<file path="config.mk">
export PLATFORM = sky130hd
export DESIGN_NAME = pedal_sensor_direction_classifier_flat
export DESIGN_NICKNAME = d
export VERILOG_FILES = /design/src/hdl/psdc_pkg.sv /design/src/hdl/psdc_req_if.sv /design/src/hdl/psdc_rsp_if.sv /design/src/hdl/psdc_div.sv /design/src/hdl/psdc_datapath.sv /design/src/hdl/psdc_ctrl.sv /design/src/hdl/pedal_sensor_direction_classifier.sv /design/src/flat_wrapper.sv
export SDC_FILE = /design/constraint.sdc
export NUM_CORES = 2
export LEC_CHECK = 0
export BUFFER_PORTS_ARGS = -buffer_cell sky130_fd_sc_hd__buf_2
export CAP_MARGIN = 40
export CORE_MARGIN = 4
export CORE_UTILIZATION = 25
export DETAILED_ROUTE_END_ITERATION = 8
export PLACE_DENSITY = 0.41
export SLEW_MARGIN = 20
export SYNTH_ARGS = -nofsm -noshare
export SYNTH_HDL_FRONTEND = slang
export SYNTH_HIERARCHICAL = 1
export SYNTH_SLANG_ARGS = --single-unit
</file>
<file path="constraint.sdc">
create_clock -name clock -period 14.8 [get_ports clock]
set_input_delay 1.48 -clock clock [delete_from_list [all_inputs] [get_ports clock]]
set_output_delay 1.48 -clock clock [all_outputs]
set_load 0.02 [all_outputs]
</file>
<file path="src/hdl/psdc_pkg.sv">
// ----------------------------------------------------------------------------
// psdc_pkg
// Shared widths, register indexes, codes and controller/datapath link types
// for the pedal sensor direction classifier.
// ----------------------------------------------------------------------------
package psdc_pkg;

   // time base and field widths
   localparam int TIME_W    = 32;
   localparam int STAMP_W   = 32;
   localparam int TICK_W    = 20;
   localparam int FREQ_W    = 20;
   localparam int DUTY_W    = 15;
   localparam int IDLE_W    = 16;
   localparam int DIR_W     = 2;
   localparam int FREQ_FRAC = 8;

   // configuration port
   localparam int CSR_IDX_W  = 2;
   localparam int CSR_DATA_W = 20;
   localparam logic [CSR_IDX_W-1:0] CSR_TICK_RATE    = CSR_IDX_W'(0);
   localparam logic [CSR_IDX_W-1:0] CSR_FREQ_THR     = CSR_IDX_W'(1);
   localparam logic [CSR_IDX_W-1:0] CSR_DUTY_THR     = CSR_IDX_W'(2);
   localparam logic [CSR_IDX_W-1:0] CSR_IDLE_TIMEOUT = CSR_IDX_W'(3);

   // register reset values
   localparam logic [TICK_W-1:0] TICK_RATE_RESET = TICK_W'(10000);
   localparam logic [FREQ_W-1:0] FREQ_THR_RESET  = FREQ_W'(205);
   localparam logic [DUTY_W-1:0] DUTY_THR_RESET  = DUTY_W'(11520);
   localparam logic [IDLE_W-1:0] IDLE_TO_RESET   = IDLE_W'(600);

   // fixed point limits
   localparam logic [DUTY_W-1:0] DUTY_FULL = DUTY_W'(25600);
   localparam logic [FREQ_W-1:0] FREQ_MAX  = '1;

   // shared divider geometry
   localparam int DIV_BITS_W = TICK_W + FREQ_FRAC;
   localparam int DIV_D_W    = TIME_W + 1;
   localparam int DIV_CNT_W  = $clog2(DIV_BITS_W + 1);

   // item command codes
   localparam logic CMD_EDGE = 1'b0;
   localparam logic CMD_EVAL = 1'b1;

   typedef enum logic [DIR_W-1:0] {
      DIR_NONE     = 2'd0,
      DIR_FORWARD  = 2'd1,
      DIR_BACKWARD = 2'd2,
      DIR_UNSPEC   = 2'd3
   } dir_type;

   // controller to datapath
   typedef struct packed {
      logic capture;
      logic edge_setup;
      logic freq_start;
      logic freq_store;
      logic duty_load;
      logic duty_start;
      logic mean_freq_store;
      logic mean_duty_store;
      logic eval_store;
   } cmd_type;

   // datapath to controller
   typedef struct packed {
      logic is_eval;
      logic level_changed;
      logic div_busy;
   } status_type;

endpackage

</file>
<file path="src/hdl/psdc_req_if.sv">
// ----------------------------------------------------------------------------
// psdc_req_if
// Input channel: edge events and evaluation ticks with valid/ready.
// ----------------------------------------------------------------------------
interface psdc_req_if;
   logic                         valid;
   logic                         ready;
   logic                         command;
   logic                         pin_level;
   logic [psdc_pkg::STAMP_W-1:0] time_stamp;

   modport source (output valid, command, pin_level, time_stamp, input ready);
   modport sink   (input valid, command, pin_level, time_stamp, output ready);
endinterface

</file>
<file path="src/hdl/psdc_rsp_if.sv">
// ----------------------------------------------------------------------------
// psdc_rsp_if
// Result channel: direction and averaged frequency and duty with valid/ready.
// ----------------------------------------------------------------------------
interface psdc_rsp_if;
   logic                        valid;
   logic                        ready;
   logic [psdc_pkg::DIR_W-1:0]  direction;
   logic [psdc_pkg::FREQ_W-1:0] avg_frequency;
   logic [psdc_pkg::DUTY_W-1:0] avg_duty;

   modport source (output valid, direction, avg_frequency, avg_duty, input ready);
   modport sink   (input valid, direction, avg_frequency, avg_duty, output ready);
endinterface

</file>
<file path="src/hdl/psdc_div.sv">
// ----------------------------------------------------------------------------
// psdc_div
// Shared restoring divider, one quotient bit per cycle. The caller preloads
// the partial remainder, the dividend bits still to shift in and the count.
// ----------------------------------------------------------------------------
module psdc_div (
   input  logic                             clock,
   input  logic                             reset,
   input  logic                             start,
   input  logic [psdc_pkg::DIV_D_W-1:0]     rem_init,
   input  logic [psdc_pkg::DIV_BITS_W-1:0]  bits_init,
   input  logic [psdc_pkg::DIV_CNT_W-1:0]   steps,
   input  logic [psdc_pkg::DIV_D_W-1:0]     divisor,
   output logic                             busy,
   output logic [psdc_pkg::DIV_BITS_W-1:0]  quotient
);

   logic                            busy_ff, busy_in;
   logic [psdc_pkg::DIV_CNT_W-1:0]  cnt_ff, cnt_in;
   logic [psdc_pkg::DIV_D_W-1:0]    rem_ff, rem_in;
   logic [psdc_pkg::DIV_D_W-1:0]    div_ff, div_in;
   logic [psdc_pkg::DIV_BITS_W-1:0] bits_ff, bits_in;
   logic [psdc_pkg::DIV_BITS_W-1:0] quot_ff, quot_in;
   logic [psdc_pkg::DIV_D_W:0]      trial;
   logic [psdc_pkg::DIV_D_W:0]      diff;
   logic                            fits;

   // trial subtract of the shifted remainder
   always_comb begin
      trial = {rem_ff, bits_ff[psdc_pkg::DIV_BITS_W-1]};
      diff  = trial - {1'b0, div_ff};
      fits  = (trial >= {1'b0, div_ff});
   end

   // load on start, then advance one bit per cycle
   always_comb begin
      busy_in = busy_ff;
      cnt_in  = cnt_ff;
      rem_in  = rem_ff;
      div_in  = div_ff;
      bits_in = bits_ff;
      quot_in = quot_ff;
      if (start) begin
         busy_in = 1'b1;
         cnt_in  = steps;
         rem_in  = rem_init;
         div_in  = divisor;
         bits_in = bits_init;
         quot_in = '0;
      end else if (busy_ff) begin
         rem_in  = fits ? diff[psdc_pkg::DIV_D_W-1:0] : trial[psdc_pkg::DIV_D_W-1:0];
         bits_in = {bits_ff[psdc_pkg::DIV_BITS_W-2:0], 1'b0};
         quot_in = {quot_ff[psdc_pkg::DIV_BITS_W-2:0], fits};
         cnt_in  = cnt_ff - psdc_pkg::DIV_CNT_W'(1);
         if (cnt_ff == psdc_pkg::DIV_CNT_W'(1)) begin
            busy_in = 1'b0;
         end
      end
   end

   // control state
   always_ff @(posedge clock) begin
      if (reset) begin
         busy_ff <= 1'b0;
         cnt_ff  <= '0;
      end else begin
         busy_ff <= busy_in;
         cnt_ff  <= cnt_in;
      end
   end

   // working registers
   always_ff @(posedge clock) begin
      rem_ff  <= rem_in;
      div_ff  <= div_in;
      bits_ff <= bits_in;
      quot_ff <= quot_in;
   end

   assign busy     = busy_ff;
   assign quotient = quot_ff;

endmodule

</file>
<file path="src/hdl/psdc_datapath.sv">
// ----------------------------------------------------------------------------
// psdc_datapath
// Configuration registers, edge timing state, frequency and duty arithmetic,
// running means, direction decision and the result register.
// ----------------------------------------------------------------------------
module psdc_datapath (
   input  logic                            clock,
   input  logic                            reset,
   input  psdc_pkg::cmd_type               cmd,
   output psdc_pkg::status_type            status,
   input  logic                            req_command,
   input  logic                            req_pin_level,
   input  logic [psdc_pkg::STAMP_W-1:0]    req_time_stamp,
   input  logic                            csr_write,
   input  logic [psdc_pkg::CSR_IDX_W-1:0]  csr_index,
   input  logic [psdc_pkg::CSR_DATA_W-1:0] csr_data,
   output logic [psdc_pkg::DIR_W-1:0]      rsp_direction,
   output logic [psdc_pkg::FREQ_W-1:0]     rsp_avg_frequency,
   output logic [psdc_pkg::DUTY_W-1:0]     rsp_avg_duty
);

   localparam int TW     = psdc_pkg::TIME_W;
   localparam int PROD_W = psdc_pkg::TIME_W + psdc_pkg::DUTY_W;
   localparam int MEAN_W = psdc_pkg::FREQ_W + 2;
   localparam int MUL_W  = 2 * MEAN_W + 1;
   localparam logic [MEAN_W:0] DIV3_K =
      (MEAN_W + 1)'(((64'd1 << (MEAN_W + 1)) + 64'd1) / 64'd3);

   // floor(v / 3) by reciprocal multiply, exact for v below 2^MEAN_W
   function automatic logic [MEAN_W-1:0] div3(input logic [MEAN_W-1:0] v);
      logic [MUL_W-1:0] p;
      p = MUL_W'(v) * MUL_W'(DIV3_K);
      return p[MUL_W-1:MEAN_W+1];
   endfunction

   // configuration
   logic [psdc_pkg::TICK_W-1:0] tick_rate_ff;
   logic [psdc_pkg::FREQ_W-1:0] freq_thr_ff;
   logic [psdc_pkg::DUTY_W-1:0] duty_thr_ff;
   logic [psdc_pkg::IDLE_W-1:0] idle_to_ff;

   // captured item
   logic          is_eval_ff;
   logic          lvl_ff;
   logic [TW-1:0] ts_ff;

   // edge state
   logic                        prev_level_ff;
   logic [TW-1:0]               last_edge_ff;
   logic [TW-1:0]               last_fall_ff;
   logic [TW-1:0]               last_rise_ff;
   logic [TW-1:0]               high_ff;
   logic [TW-1:0]               low_ff;
   logic [psdc_pkg::FREQ_W-1:0] inst_freq_ff, inst_freq_in;
   logic [psdc_pkg::FREQ_W-1:0] mean_freq_ff, mean_freq_in;
   logic [psdc_pkg::DUTY_W-1:0] mean_duty_ff, mean_duty_in;

   // duty operands
   logic [PROD_W-1:0]            prod_ff;
   logic [psdc_pkg::DIV_D_W-1:0] sum_ff;

   // result register
   logic [psdc_pkg::DIR_W-1:0]  out_dir_ff;
   logic [psdc_pkg::FREQ_W-1:0] out_freq_ff;
   logic [psdc_pkg::DUTY_W-1:0] out_duty_ff;

   // combinational helpers
   logic                              falling, rising;
   logic [TW-1:0]                     period;
   logic [TW-1:0]                     elapsed;
   logic                              timed_out;
   psdc_pkg::dir_type                 dir_val;
   logic [psdc_pkg::DUTY_W-1:0]       duty_val;
   logic [MEAN_W-1:0]                 mean_freq_sum, mean_duty_sum;
   logic [MEAN_W-1:0]                 mean_freq_q, mean_duty_q;
   logic                              div_start;
   logic [psdc_pkg::DIV_D_W-1:0]      div_rem_init;
   logic [psdc_pkg::DIV_BITS_W-1:0]   div_bits_init;
   logic [psdc_pkg::DIV_CNT_W-1:0]    div_steps;
   logic [psdc_pkg::DIV_D_W-1:0]      div_divisor;
   logic                              div_busy;
   logic [psdc_pkg::DIV_BITS_W-1:0]   div_quot;

   // classify the edge and pick the period
   always_comb begin
      falling = !lvl_ff && prev_level_ff;
      rising  = lvl_ff && !prev_level_ff;
      period  = falling ? (ts_ff - last_fall_ff) : (ts_ff - last_rise_ff);
   end

   // steer the shared divider to frequency or duty
   always_comb begin
      div_start     = cmd.freq_start || cmd.duty_start;
      div_rem_init  = '0;
      div_bits_init = {tick_rate_ff, psdc_pkg::FREQ_FRAC'(0)};
      div_steps     = psdc_pkg::DIV_CNT_W'(psdc_pkg::DIV_BITS_W);
      div_divisor   = {1'b0, period};
      if (cmd.duty_start) begin
         div_rem_init  = psdc_pkg::DIV_D_W'(prod_ff[PROD_W-1:psdc_pkg::DUTY_W]);
         div_bits_init = {prod_ff[psdc_pkg::DUTY_W-1:0],
                          (psdc_pkg::DIV_BITS_W - psdc_pkg::DUTY_W)'(0)};
         div_steps     = psdc_pkg::DIV_CNT_W'(psdc_pkg::DUTY_W);
         div_divisor   = sum_ff;
      end
   end

   psdc_div u_div (
      .clock     (clock),
      .reset     (reset),
      .start     (div_start),
      .rem_init  (div_rem_init),
      .bits_init (div_bits_init),
      .steps     (div_steps),
      .divisor   (div_divisor),
      .busy      (div_busy),
      .quotient  (div_quot)
   );

   // means and the direction decision
   always_comb begin
      duty_val      = (sum_ff == '0) ? '0 : div_quot[psdc_pkg::DUTY_W-1:0];
      mean_freq_sum = MEAN_W'({mean_freq_ff, 1'b0}) + MEAN_W'(inst_freq_ff);
      mean_duty_sum = MEAN_W'({mean_duty_ff, 1'b0}) + MEAN_W'(duty_val);
      mean_freq_q   = div3(mean_freq_sum);
      mean_duty_q   = div3(mean_duty_sum);
      elapsed       = ts_ff - last_edge_ff;
      timed_out     = (elapsed > TW'(idle_to_ff));
      dir_val       = psdc_pkg::DIR_UNSPEC;
      if (mean_freq_ff > freq_thr_ff) begin
         dir_val = (mean_duty_ff > duty_thr_ff) ? psdc_pkg::DIR_FORWARD
                                                : psdc_pkg::DIR_BACKWARD;
      end
      if (timed_out) begin
         dir_val = psdc_pkg::DIR_NONE;
      end
   end

   // next values of frequency and means
   always_comb begin
      inst_freq_in = inst_freq_ff;
      mean_freq_in = mean_freq_ff;
      mean_duty_in = mean_duty_ff;
      if (cmd.freq_store) begin
         inst_freq_in = (|div_quot[psdc_pkg::DIV_BITS_W-1:psdc_pkg::FREQ_W])
                        ? psdc_pkg::FREQ_MAX : div_quot[psdc_pkg::FREQ_W-1:0];
      end
      if (cmd.mean_freq_store) begin
         mean_freq_in = mean_freq_q[psdc_pkg::FREQ_W-1:0];
      end
      if (cmd.mean_duty_store) begin
         mean_duty_in = mean_duty_q[psdc_pkg::DUTY_W-1:0];
      end
      if (cmd.eval_store && timed_out) begin
         inst_freq_in = '0;
         mean_freq_in = '0;
         mean_duty_in = '0;
      end
   end

   // configuration and edge state
   always_ff @(posedge clock) begin
      if (reset) begin
         tick_rate_ff  <= psdc_pkg::TICK_RATE_RESET;
         freq_thr_ff   <= psdc_pkg::FREQ_THR_RESET;
         duty_thr_ff   <= psdc_pkg::DUTY_THR_RESET;
         idle_to_ff    <= psdc_pkg::IDLE_TO_RESET;
         prev_level_ff <= 1'b0;
         last_edge_ff  <= '0;
         last_fall_ff  <= '0;
         last_rise_ff  <= '0;
         high_ff       <= TW'(1);
         low_ff        <= TW'(1);
         inst_freq_ff  <= '0;
         mean_freq_ff  <= '0;
         mean_duty_ff  <= '0;
      end else begin
         if (csr_write) begin
            case (csr_index)
               psdc_pkg::CSR_TICK_RATE:    tick_rate_ff <= csr_data[psdc_pkg::TICK_W-1:0];
               psdc_pkg::CSR_FREQ_THR:     freq_thr_ff  <= csr_data[psdc_pkg::FREQ_W-1:0];
               psdc_pkg::CSR_DUTY_THR:     duty_thr_ff  <= csr_data[psdc_pkg::DUTY_W-1:0];
               psdc_pkg::CSR_IDLE_TIMEOUT: idle_to_ff   <= csr_data[psdc_pkg::IDLE_W-1:0];
               default: ;
            endcase
         end
         if (cmd.edge_setup) begin
            if (falling) begin
               last_fall_ff <= ts_ff;
               high_ff      <= ts_ff - last_rise_ff;
            end
            if (rising) begin
               last_rise_ff <= ts_ff;
               low_ff       <= ts_ff - last_fall_ff;
            end
            prev_level_ff <= lvl_ff;
            last_edge_ff  <= ts_ff;
         end
         inst_freq_ff <= inst_freq_in;
         mean_freq_ff <= mean_freq_in;
         mean_duty_ff <= mean_duty_in;
      end
   end

   // item capture, duty operands and the result register
   always_ff @(posedge clock) begin
      if (cmd.capture) begin
         is_eval_ff <= (req_command == psdc_pkg::CMD_EVAL);
         lvl_ff     <= req_pin_level;
         ts_ff      <= TW'(req_time_stamp);
      end
      if (cmd.duty_load) begin
         prod_ff <= PROD_W'(high_ff) * PROD_W'(psdc_pkg::DUTY_FULL);
         sum_ff  <= {1'b0, high_ff} + {1'b0, low_ff};
      end
      if (cmd.eval_store) begin
         out_dir_ff  <= dir_val;
         out_freq_ff <= timed_out ? '0 : mean_freq_ff;
         out_duty_ff <= timed_out ? '0 : mean_duty_ff;
      end
   end

   always_comb begin
      status.is_eval       = is_eval_ff;
      status.level_changed = (lvl_ff != prev_level_ff);
      status.div_busy      = div_busy;
   end

   assign rsp_direction     = out_dir_ff;
   assign rsp_avg_frequency = out_freq_ff;
   assign rsp_avg_duty      = out_duty_ff;

endmodule

</file>
<file path="src/hdl/psdc_ctrl.sv">
// ----------------------------------------------------------------------------
// psdc_ctrl
// Sequencer: takes one item at a time, walks the edge path through the
// shared divider, and issues evaluations into the result register.
// ----------------------------------------------------------------------------
module psdc_ctrl (
   input  logic                  clock,
   input  logic                  reset,
   input  logic                  req_valid,
   output logic                  req_ready,
   output logic                  rsp_valid,
   input  logic                  rsp_ready,
   output psdc_pkg::cmd_type     cmd,
   input  psdc_pkg::status_type  status
);

   typedef enum logic [3:0] {
      ST_IDLE,
      ST_DECODE,
      ST_EDGE,
      ST_FREQ_WAIT,
      ST_DUTY_MUL,
      ST_DUTY_DIV,
      ST_DUTY_WAIT,
      ST_MEAN_FREQ,
      ST_MEAN_DUTY,
      ST_EVAL
   } state_type;

   state_type state_ff, state_in;
   logic      rsp_valid_ff, rsp_valid_in;
   logic      out_free;

   // decode commands and the next state
   always_comb begin
      cmd          = '0;
      state_in     = state_ff;
      out_free     = !rsp_valid_ff || rsp_ready;
      rsp_valid_in = rsp_valid_ff && !rsp_ready;
      case (state_ff)
         ST_IDLE: begin
            cmd.capture = req_valid;
            if (req_valid) begin
               state_in = ST_DECODE;
            end
         end
         ST_DECODE: begin
            state_in = status.is_eval ? ST_EVAL : ST_EDGE;
         end
         ST_EDGE: begin
            cmd.edge_setup = 1'b1;
            cmd.freq_start = status.level_changed;
            state_in       = status.level_changed ? ST_FREQ_WAIT : ST_DUTY_MUL;
         end
         ST_FREQ_WAIT: begin
            if (!status.div_busy) begin
               cmd.freq_store = 1'b1;
               state_in       = ST_DUTY_MUL;
            end
         end
         ST_DUTY_MUL: begin
            cmd.duty_load = 1'b1;
            state_in      = ST_DUTY_DIV;
         end
         ST_DUTY_DIV: begin
            cmd.duty_start = 1'b1;
            state_in       = ST_DUTY_WAIT;
         end
         ST_DUTY_WAIT: begin
            if (!status.div_busy) begin
               state_in = ST_MEAN_FREQ;
            end
         end
         ST_MEAN_FREQ: begin
            cmd.mean_freq_store = 1'b1;
            state_in            = ST_MEAN_DUTY;
         end
         ST_MEAN_DUTY: begin
            cmd.mean_duty_store = 1'b1;
            state_in            = ST_IDLE;
         end
         ST_EVAL: begin
            // hold until the result register is free
            if (out_free) begin
               cmd.eval_store = 1'b1;
               rsp_valid_in   = 1'b1;
               state_in       = ST_IDLE;
            end
         end
         default: begin
            state_in = ST_IDLE;
         end
      endcase
   end

   always_ff @(posedge clock) begin
      if (reset) begin
         state_ff     <= ST_IDLE;
         rsp_valid_ff <= 1'b0;
      end else begin
         state_ff     <= state_in;
         rsp_valid_ff <= rsp_valid_in;
      end
   end

   assign req_ready = (state_ff == ST_IDLE);
   assign rsp_valid = rsp_valid_ff;

endmodule

</file>
<file path="src/hdl/pedal_sensor_direction_classifier.sv">
// Evaluate item: DECODE, then EVAL stores the result once the result register is free.
// Edge item: EDGE, FREQ_WAIT on a level change, DUTY_MUL, DUTY_DIV, DUTY_WAIT, MEAN_FREQ,
// MEAN_DUTY; the shared one-bit-per-cycle divider runs 28 steps for frequency, 15 for duty.
// One item is in work at a time; a waiting result holds only an evaluate item in EVAL.
// Synchronous active-high reset restores register defaults and resets the edge timing state.
// ----------------------------------------------------------------------------
// pedal_sensor_direction_classifier
// Top level: controller, datapath and channel wiring for the pedal sensor
// direction classifier.
// ----------------------------------------------------------------------------
module pedal_sensor_direction_classifier (
   input  logic                            clock,
   input  logic                            reset,
   psdc_req_if.sink                        req_ch,
   psdc_rsp_if.source                      rsp_ch,
   input  logic                            csr_write,
   input  logic [psdc_pkg::CSR_IDX_W-1:0]  csr_index,
   input  logic [psdc_pkg::CSR_DATA_W-1:0] csr_data
);

   psdc_pkg::cmd_type    cmd;
   psdc_pkg::status_type status;

   psdc_ctrl u_ctrl (
      .clock     (clock),
      .reset     (reset),
      .req_valid (req_ch.valid),
      .req_ready (req_ch.ready),
      .rsp_valid (rsp_ch.valid),
      .rsp_ready (rsp_ch.ready),
      .cmd       (cmd),
      .status    (status)
   );

   psdc_datapath u_datapath (
      .clock             (clock),
      .reset             (reset),
      .cmd               (cmd),
      .status            (status),
      .req_command       (req_ch.command),
      .req_pin_level     (req_ch.pin_level),
      .req_time_stamp    (req_ch.time_stamp),
      .csr_write         (csr_write),
      .csr_index         (csr_index),
      .csr_data          (csr_data),
      .rsp_direction     (rsp_ch.direction),
      .rsp_avg_frequency (rsp_ch.avg_frequency),
      .rsp_avg_duty      (rsp_ch.avg_duty)
   );

endmodule

</file>
<file path="src/flat_wrapper.sv">
// flat-port wrapper written by rule: the top's interface ports become plain ports
module pedal_sensor_direction_classifier_flat 
  (clock, reset, csr_write, csr_index, csr_data, req_ch_valid, req_ch_command, req_ch_pin_level, req_ch_time_stamp, req_ch_ready, rsp_ch_valid, rsp_ch_direction, rsp_ch_avg_frequency, rsp_ch_avg_duty, rsp_ch_ready);
  psdc_req_if req_ch_i ();
  psdc_rsp_if rsp_ch_i ();
  input  logic clock;
  input  logic reset;
  input  logic csr_write;
  input  logic [psdc_pkg::CSR_IDX_W-1:0] csr_index;
  input  logic [psdc_pkg::CSR_DATA_W-1:0] csr_data;
  input wire logic [$bits(req_ch_i.valid)-1:0] req_ch_valid;
  input wire logic [$bits(req_ch_i.command)-1:0] req_ch_command;
  input wire logic [$bits(req_ch_i.pin_level)-1:0] req_ch_pin_level;
  input wire logic [$bits(req_ch_i.time_stamp)-1:0] req_ch_time_stamp;
  output wire logic [$bits(req_ch_i.ready)-1:0] req_ch_ready;
  output wire logic [$bits(rsp_ch_i.valid)-1:0] rsp_ch_valid;
  output wire logic [$bits(rsp_ch_i.direction)-1:0] rsp_ch_direction;
  output wire logic [$bits(rsp_ch_i.avg_frequency)-1:0] rsp_ch_avg_frequency;
  output wire logic [$bits(rsp_ch_i.avg_duty)-1:0] rsp_ch_avg_duty;
  input wire logic [$bits(rsp_ch_i.ready)-1:0] rsp_ch_ready;
  assign req_ch_i.valid = req_ch_valid;
  assign req_ch_i.command = req_ch_command;
  assign req_ch_i.pin_level = req_ch_pin_level;
  assign req_ch_i.time_stamp = req_ch_time_stamp;
  assign req_ch_ready = req_ch_i.ready;
  assign rsp_ch_valid = rsp_ch_i.valid;
  assign rsp_ch_direction = rsp_ch_i.direction;
  assign rsp_ch_avg_frequency = rsp_ch_i.avg_frequency;
  assign rsp_ch_avg_duty = rsp_ch_i.avg_duty;
  assign rsp_ch_i.ready = rsp_ch_ready;
  pedal_sensor_direction_classifier u_core (.clock(clock), .reset(reset), .req_ch(req_ch_i), .rsp_ch(rsp_ch_i), .csr_write(csr_write), .csr_index(csr_index), .csr_data(csr_data));
endmodule
</file>
Word level (Yosys, flattened, before mapping)
Cells that the tools add are included.

word-level totals
  register bits = 561
  input port bits = 61
  output and inout bits = 39

cells by class
  add/sub/neg operators = 8
  multipliers = 3
  $lt $le $gt $ge = 4
  equal/unequal tests = 18
  mux-type cells = 38
  reductions and logical operators = 23

operators by type and width
  cell                    number
  $mux 33                 3
  $mux 32                 3
  $sub 32x32->32          3
  $mux 28                 3
  $mul 22x22->43 const B  1
  $mul 17x22->38 const B  1
  $mul 32x5->37 const B   1
  $pmux 4 s9              1
  $ge 34x33->1            1
  $add 32x32->33          1
  $logic_not 33->1        1
  $sub 33x33->33          1
  $gt 32x16->1            1
  $add 21x20->22          1
  $gt 20x20->1            1
  $mux 20                 1
  $mux 4                  5
  $add 16x15->17          1
  $eq 4x3->1 const B      4
  $gt 15x15->1            1
  $mux 15                 1
  $mux 5                  3
  $mux 1                  14
  $reduce_and 2->1        6
  other kinds (20)        35

Depth between registers and ports, before layout
  depth after elaboration = 6
  gate-level depth with buffers = 41
  depth with buffers taken out = 40

Cells and area by module
Netlist, hierarchy kept.

by module, submodules not included
  module         instances  cells an instance  area each (µm²)  seq. area each (µm²)
  psdc_datapath  1          4555               40641.5          9979.6
  psdc_div       1          645                6999.2           3503.4
  psdc_ctrl      1          55                 421.7            100.1

Least setup slack after synthesis
Ideal clock, no wire load.

  path type = reg-to-reg
  start = register u_core/u_datapath/sum_ff[2] (netlist bit)
  end = register u_core/u_datapath/mean_duty_ff[14] (netlist bit)
  arrival time = 9.434 ns
  path slack = 5.291 ns
  stages on the path, launching flop included = 41
  clock period less this slack = 9.509 ns
  cells stage by stage = edfxtp_1 nor4_1 nand4_1 nor3_1 clkbuf_1 nor2b_1 ha_1 fa_1 a21o_1 a21oi_1 o21bai_1 a21oi_1 o21bai_1 a21oi_1 nor2b_1 o21ai_0 a211oi_1 mux2_2 [5 not listed] inv_1 fa_1 fa_1 inv_1 fa_1 inv_1 ha_1 o21a_1 o211ai_1 a21oi_1 o2111a_1 a21oi_1 o21ai_0 o2111ai_1 o211ai_1 a21oi_1 or3b_2 a31oi_1

between the ends
  longest elaborated chain between the ends = 4

RTL lines
  item                    line                  text
  start, declared         psdc_datapath.sv:60   logic [psdc_pkg::DIV_D_W-1:0] sum_ff;
  start signal, assigned  psdc_datapath.sv:213  sum_ff <= {1'b0, high_ff} + {1'b0, low_ff};
  $logic_not 33->1        psdc_datapath.sv:121  duty_val = (sum_ff == '0) ? '0 : div_quot[psdc_pkg::DUTY_W-1:0];
  $mux 15                 psdc_datapath.sv:121
  $add 16x15->17          psdc_datapath.sv:123  mean_duty_sum = MEAN_W'({mean_duty_ff, 1'b0}) + MEAN_W'(duty_val);
  $mul 17x22->38          psdc_datapath.sv:32   p = MUL_W'(v) * MUL_W'(DIV3_K);
  end signal, assigned    psdc_datapath.sv:200  mean_duty_ff <= mean_duty_in;
  end, declared           psdc_datapath.sv:56   logic [psdc_pkg::DUTY_W-1:0] mean_duty_ff, mean_duty_in;

Every way passes these cells.
A chain may end at the register's enable or synchronous reset.

Final worst setup path
  start = register u_core/u_datapath/sum_ff[10] (netlist bit)
  end = register u_core/u_datapath/mean_duty_ff[14] (netlist bit)

Same word-level chain as after synthesis.

==> impl_metrics.ini <==
[worst_setup_path]
timing.reg2reg.setup_slack_ps = 4180
critPathKind = register to register
cp_data_required_time_ps = 15380
critPathMaxFanout = 16
r2r.worst_path.cells = 40
timing.rr.end = u_core/u_datapath/mean_duty_ff[14]
crit_path_end = u_core/u_datapath/mean_duty_ff[14]
timing.critical_path.slowest_stage_cell = sky130_fd_sc_hd__nor4_1
worst_setup_path_start_kind = register
worstReg2RegStart = u_core/u_datapath/sum_ff[10]
worst_setup_path_end_kind = register
critical_path_arrival_ps = 11190
worstSetupStartpoint = u_core/u_datapath/sum_ff[10]
crit_path_max_cell_delay_ps = 600

[min_path]
timing.hold.worst.class = register to register
hold-path-cell-count = 2

[logic_synthesis]
synth-main-ff-cell = sky130_fd_sc_hd__dfxtp_1
ys.warnings.count = 6
synth_sequential_area_ratio_pct = 28.26
syn_area_um2 = 48060
synthMuxAreaShare_pct = 3.801
fraction_of_synthesized_cell_area_in_xor_and_xnor_cells_pct = 4.009
synth_cell_type_count = 94
count_of_flip_flops_with_a_built_in_enable_after_synthesis = 235
synth_top_family_by_area = adder cells
synth.ff_latch_count = 561
post_synth.cell_area_avg_um2 = 9.146
synth_simple_gate_area_share_pct = 12.70
fraction_of_the_mapped_netlist_area_in_adder_cells_pct = 30.09
synth-async-reset-ratio_pct = 0
synthCells = 5255
synth_compound_gate_area_share_pct = 13.54

[final_layout]
area.growth.synth_to_final_pct = 12.83
commonest_cells_after_routing_fill_and_taps_aside = sky130_fd_sc_hd__inv_1 (804), sky130_fd_sc_hd__ha_1 (676), sky130_fd_sc_hd__nand2_1 (528)
final_common_cell = sky130_fd_sc_hd__inv_1
nNetsFinal = 6380
drive_gt1_share_pct = 7.368

[routing]
final_antenna_net_count = 0
route.detailed.vias_per_inst = 4.507
drt_pre_antenna_iters = 5
routed-via-count = 35680
route.detailed.wl_per_inst_um = 18.06
detail_route.iter0.violations = 1875
wire_length_after_detailed_routing_mm = 143.0
drc_markers = 0

[clocking]
clock-sinks = 561
clk_root_buffer_cell = sky130_fd_sc_hd__clkbuf_16
clockBufferDepth = 3
cts_resized = 0
clkLatencyLatePin_ps = 670
tritoncts.num_buffers = 73
cts_tree = done
h-tree-depth = 3
cts.reportedPaths.clkPinSlew_ps = 60
cts_hold_buffers = 0
cts.repair_timing.setup_buffer_count = 0

[timing]
fmax_mhz = 94.17
clock_skew_ps = 44.81
setup_viol = 0
min_period_ps = 10620
tightest_slew_ps = 929.1
setup-tns-final_ps = 0
hold_violations_final = 0
drv_slew = 0
rsz0062_at_grt = false
max_slew_margin_pct = 37.62
final_min_period_over_clock_period_pct = 71.75

[floorplan]
initial_utilization_pct = 25.22
die_x_um = 446.5
die_h_um = 446.5
boundaryPins = 100
placementRows = 160
die-area_um2 = 199300
core-area_um2 = 190600

[power_and_ir_drop]
power_density_nw_per_um2 = 128.2
design_power_total_w = 0.006954
vdd_ir_drop_max_uv = 76.55
leakage_nw = 24.56

[global_routing]
top_usage_layer = met2
grt_use_total_pct = 14.26
use_met3_pct = 1.723
grt_pass1_vias = 36160
grt_first_pass_wirelength_mm = 219.4
grt_use_met2_pct = 24.21
grt_util_met1_pct = 19.14
grt_antenna_before_repair = 5
grt_max_degree = 85
grt_remaining_overflow = 0

[place]
place.detailed.hpwl_mm = 113.9
place.gp.congestion = 0.8308
io_buffers = 99

[flow_run]
maxCapViolCount = 0

[outcome]
outcome = finished clean
-- critical path: cells and delay by family, from the launching register on --
family / cells / cell delay [ps]
muxes: 1 / 310
buffers and inverters: 5 / 390
DFF: 1 / 400
AOI/OAI and AO/OA: 18 / 3650
adders and majority gates: 9 / 3770
and+or+nand+nor: 7 / 1970
-- state kept, by name, summed over array words and instances, names as in the netlist, 28 cells and up --
| signal | count |
|---|---|
| u_core/u_datapath/ts_ff | 32 |
| u_core/u_datapath/u_div/rem_ff | 33 |
| u_core/u_datapath/sum_ff | 33 |
| u_core/u_datapath/prod_ff | 37 |
| u_core/u_datapath/u_div/bits_ff | 28 |
| u_core/u_datapath/u_div/quotient | 28 |
| u_core/u_datapath/last_fall_ff | 32 |
| u_core/u_datapath/u_div/div_ff | 33 |
| u_core/u_datapath/high_ff | 32 |
| u_core/u_datapath/last_edge_ff | 32 |
| u_core/u_datapath/last_rise_ff | 32 |
| u_core/u_datapath/low_ff | 32 |
-- logic make-up after synthesis --
logic type	count (synthesis)
flops	561
mux	175
xor+xnor	220
simple gates	1324
fa+ha+maj	976
buf+inv	959
other cells	2
compound gates	1038
-- cell type report --
class | count | area, um2
Antenna cell | 4 | 10.01
Fill cell | 20460 | 136400
Timing Repair Buffer | 157 | 1157
Clock inverter | 42 | 405.4
Clock buffer | 92 | 1958
Tap cell | 2511 | 3142
Sequential cell | 561 | 13580
Inverter | 806 | 3025
Multi-Input combinational cell | 3744 | 30950
-- cells in the mapped netlist (9+ instances only) --
library cell                 n  area [um2]
sky130_fd_sc_hd__inv_1     804        3018
sky130_fd_sc_hd__ha_1      676        8458
sky130_fd_sc_hd__nand2_1   530        1989
sky130_fd_sc_hd__a21oi_1   425        2127
sky130_fd_sc_hd__nor2_1    328        1231
sky130_fd_sc_hd__dfxtp_1   326        6526
sky130_fd_sc_hd__fa_1      300        6006
sky130_fd_sc_hd__edfxtp_1  235        7057
sky130_fd_sc_hd__o21ai_0   158       790.8
sky130_fd_sc_hd__xnor2_1   156        1366
sky130_fd_sc_hd__clkbuf_1  115       431.7
sky130_fd_sc_hd__mux2i_1   115        1151
sky130_fd_sc_hd__a21o_1    107       803.3
sky130_fd_sc_hd__and2_1     83       519.3
sky130_fd_sc_hd__nor2b_1    69       431.7
sky130_fd_sc_hd__xor2_1     64       560.5
sky130_fd_sc_hd__mux2_2     60       675.7
sky130_fd_sc_hd__nand3_1    57       285.3
sky130_fd_sc_hd__nor3_1     55       275.3
sky130_fd_sc_hd__o21a_1     52       390.4
sky130_fd_sc_hd__a211oi_1   41       307.8
sky130_fd_sc_hd__nand2b_1   40       250.2
sky130_fd_sc_hd__a31oi_1    36       225.2
sky130_fd_sc_hd__nand4_1    35       219.0
sky130_fd_sc_hd__o21bai_1   35       262.8
sky130_fd_sc_hd__o22ai_1    26       162.7
sky130_fd_sc_hd__and3_1     25       156.4
sky130_fd_sc_hd__nand3b_1   20       150.1
sky130_fd_sc_hd__nor4_1     20       125.1
sky130_fd_sc_hd__or2_2      20       125.1
sky130_fd_sc_hd__o211ai_1   17       127.6
sky130_fd_sc_hd__buf_2      16       80.08
sky130_fd_sc_hd__buf_1      13       48.80
sky130_fd_sc_hd__o31ai_1    13       97.59
sky130_fd_sc_hd__or3_1      13       81.33
sky130_fd_sc_hd__a211o_1    12       105.1
sky130_fd_sc_hd__o21ai_1    12       60.06
sky130_fd_sc_hd__a21boi_0    9       67.56
sky130_fd_sc_hd__o31a_1      9       78.83
-- where the power goes --
group	switching (W)	internal [W]
Clock	0.000750	0.00103
Combinational	0.00195	0.00124
Sequential	0.000148	0.00183
-- metal layers --
metal / share of wire (%) / routed length, um / vias to the layer above
met4: 2.6 / 3689 / 0
met1: 47 / 67500 / 17120
met2: 47 / 67830 / 443
met5: 0 / 0 / -
li1: - / - / 17950
met3: 2.8 / 3943 / 167
-- stage by stage --
step	hold slack, ps	utilization [%]	cell area, um2	instances	worst slack (ps)
floorplan	431.8	-	48100	5264	5291
global placement	438.9	27.00	51470	7757	3528
detailed placement	441.7	27.15	51740	7772	3792
CTS	449.9	28.39	54110	7906	3738
global route	471.0	28.45	54220	7915	3481
finish	449.5	28.45	54230	7917	4181
-- worst min path at each step --
stage                                                   from                                  to
after floorplan            u_core/u_datapath/tick_rate_ff[0]   u_core/u_datapath/tick_rate_ff[0]
after detailed placement  u_core/u_datapath/tick_rate_ff[12]  u_core/u_datapath/tick_rate_ff[12]
after global routing      u_core/u_datapath/tick_rate_ff[14]  u_core/u_datapath/tick_rate_ff[14]
after CTS                 u_core/u_datapath/tick_rate_ff[12]  u_core/u_datapath/tick_rate_ff[12]
final                      u_core/u_datapath/tick_rate_ff[1]   u_core/u_datapath/tick_rate_ff[1]
after global placement    u_core/u_datapath/tick_rate_ff[14]  u_core/u_datapath/tick_rate_ff[14]
(Power assumes the default switching activity.)
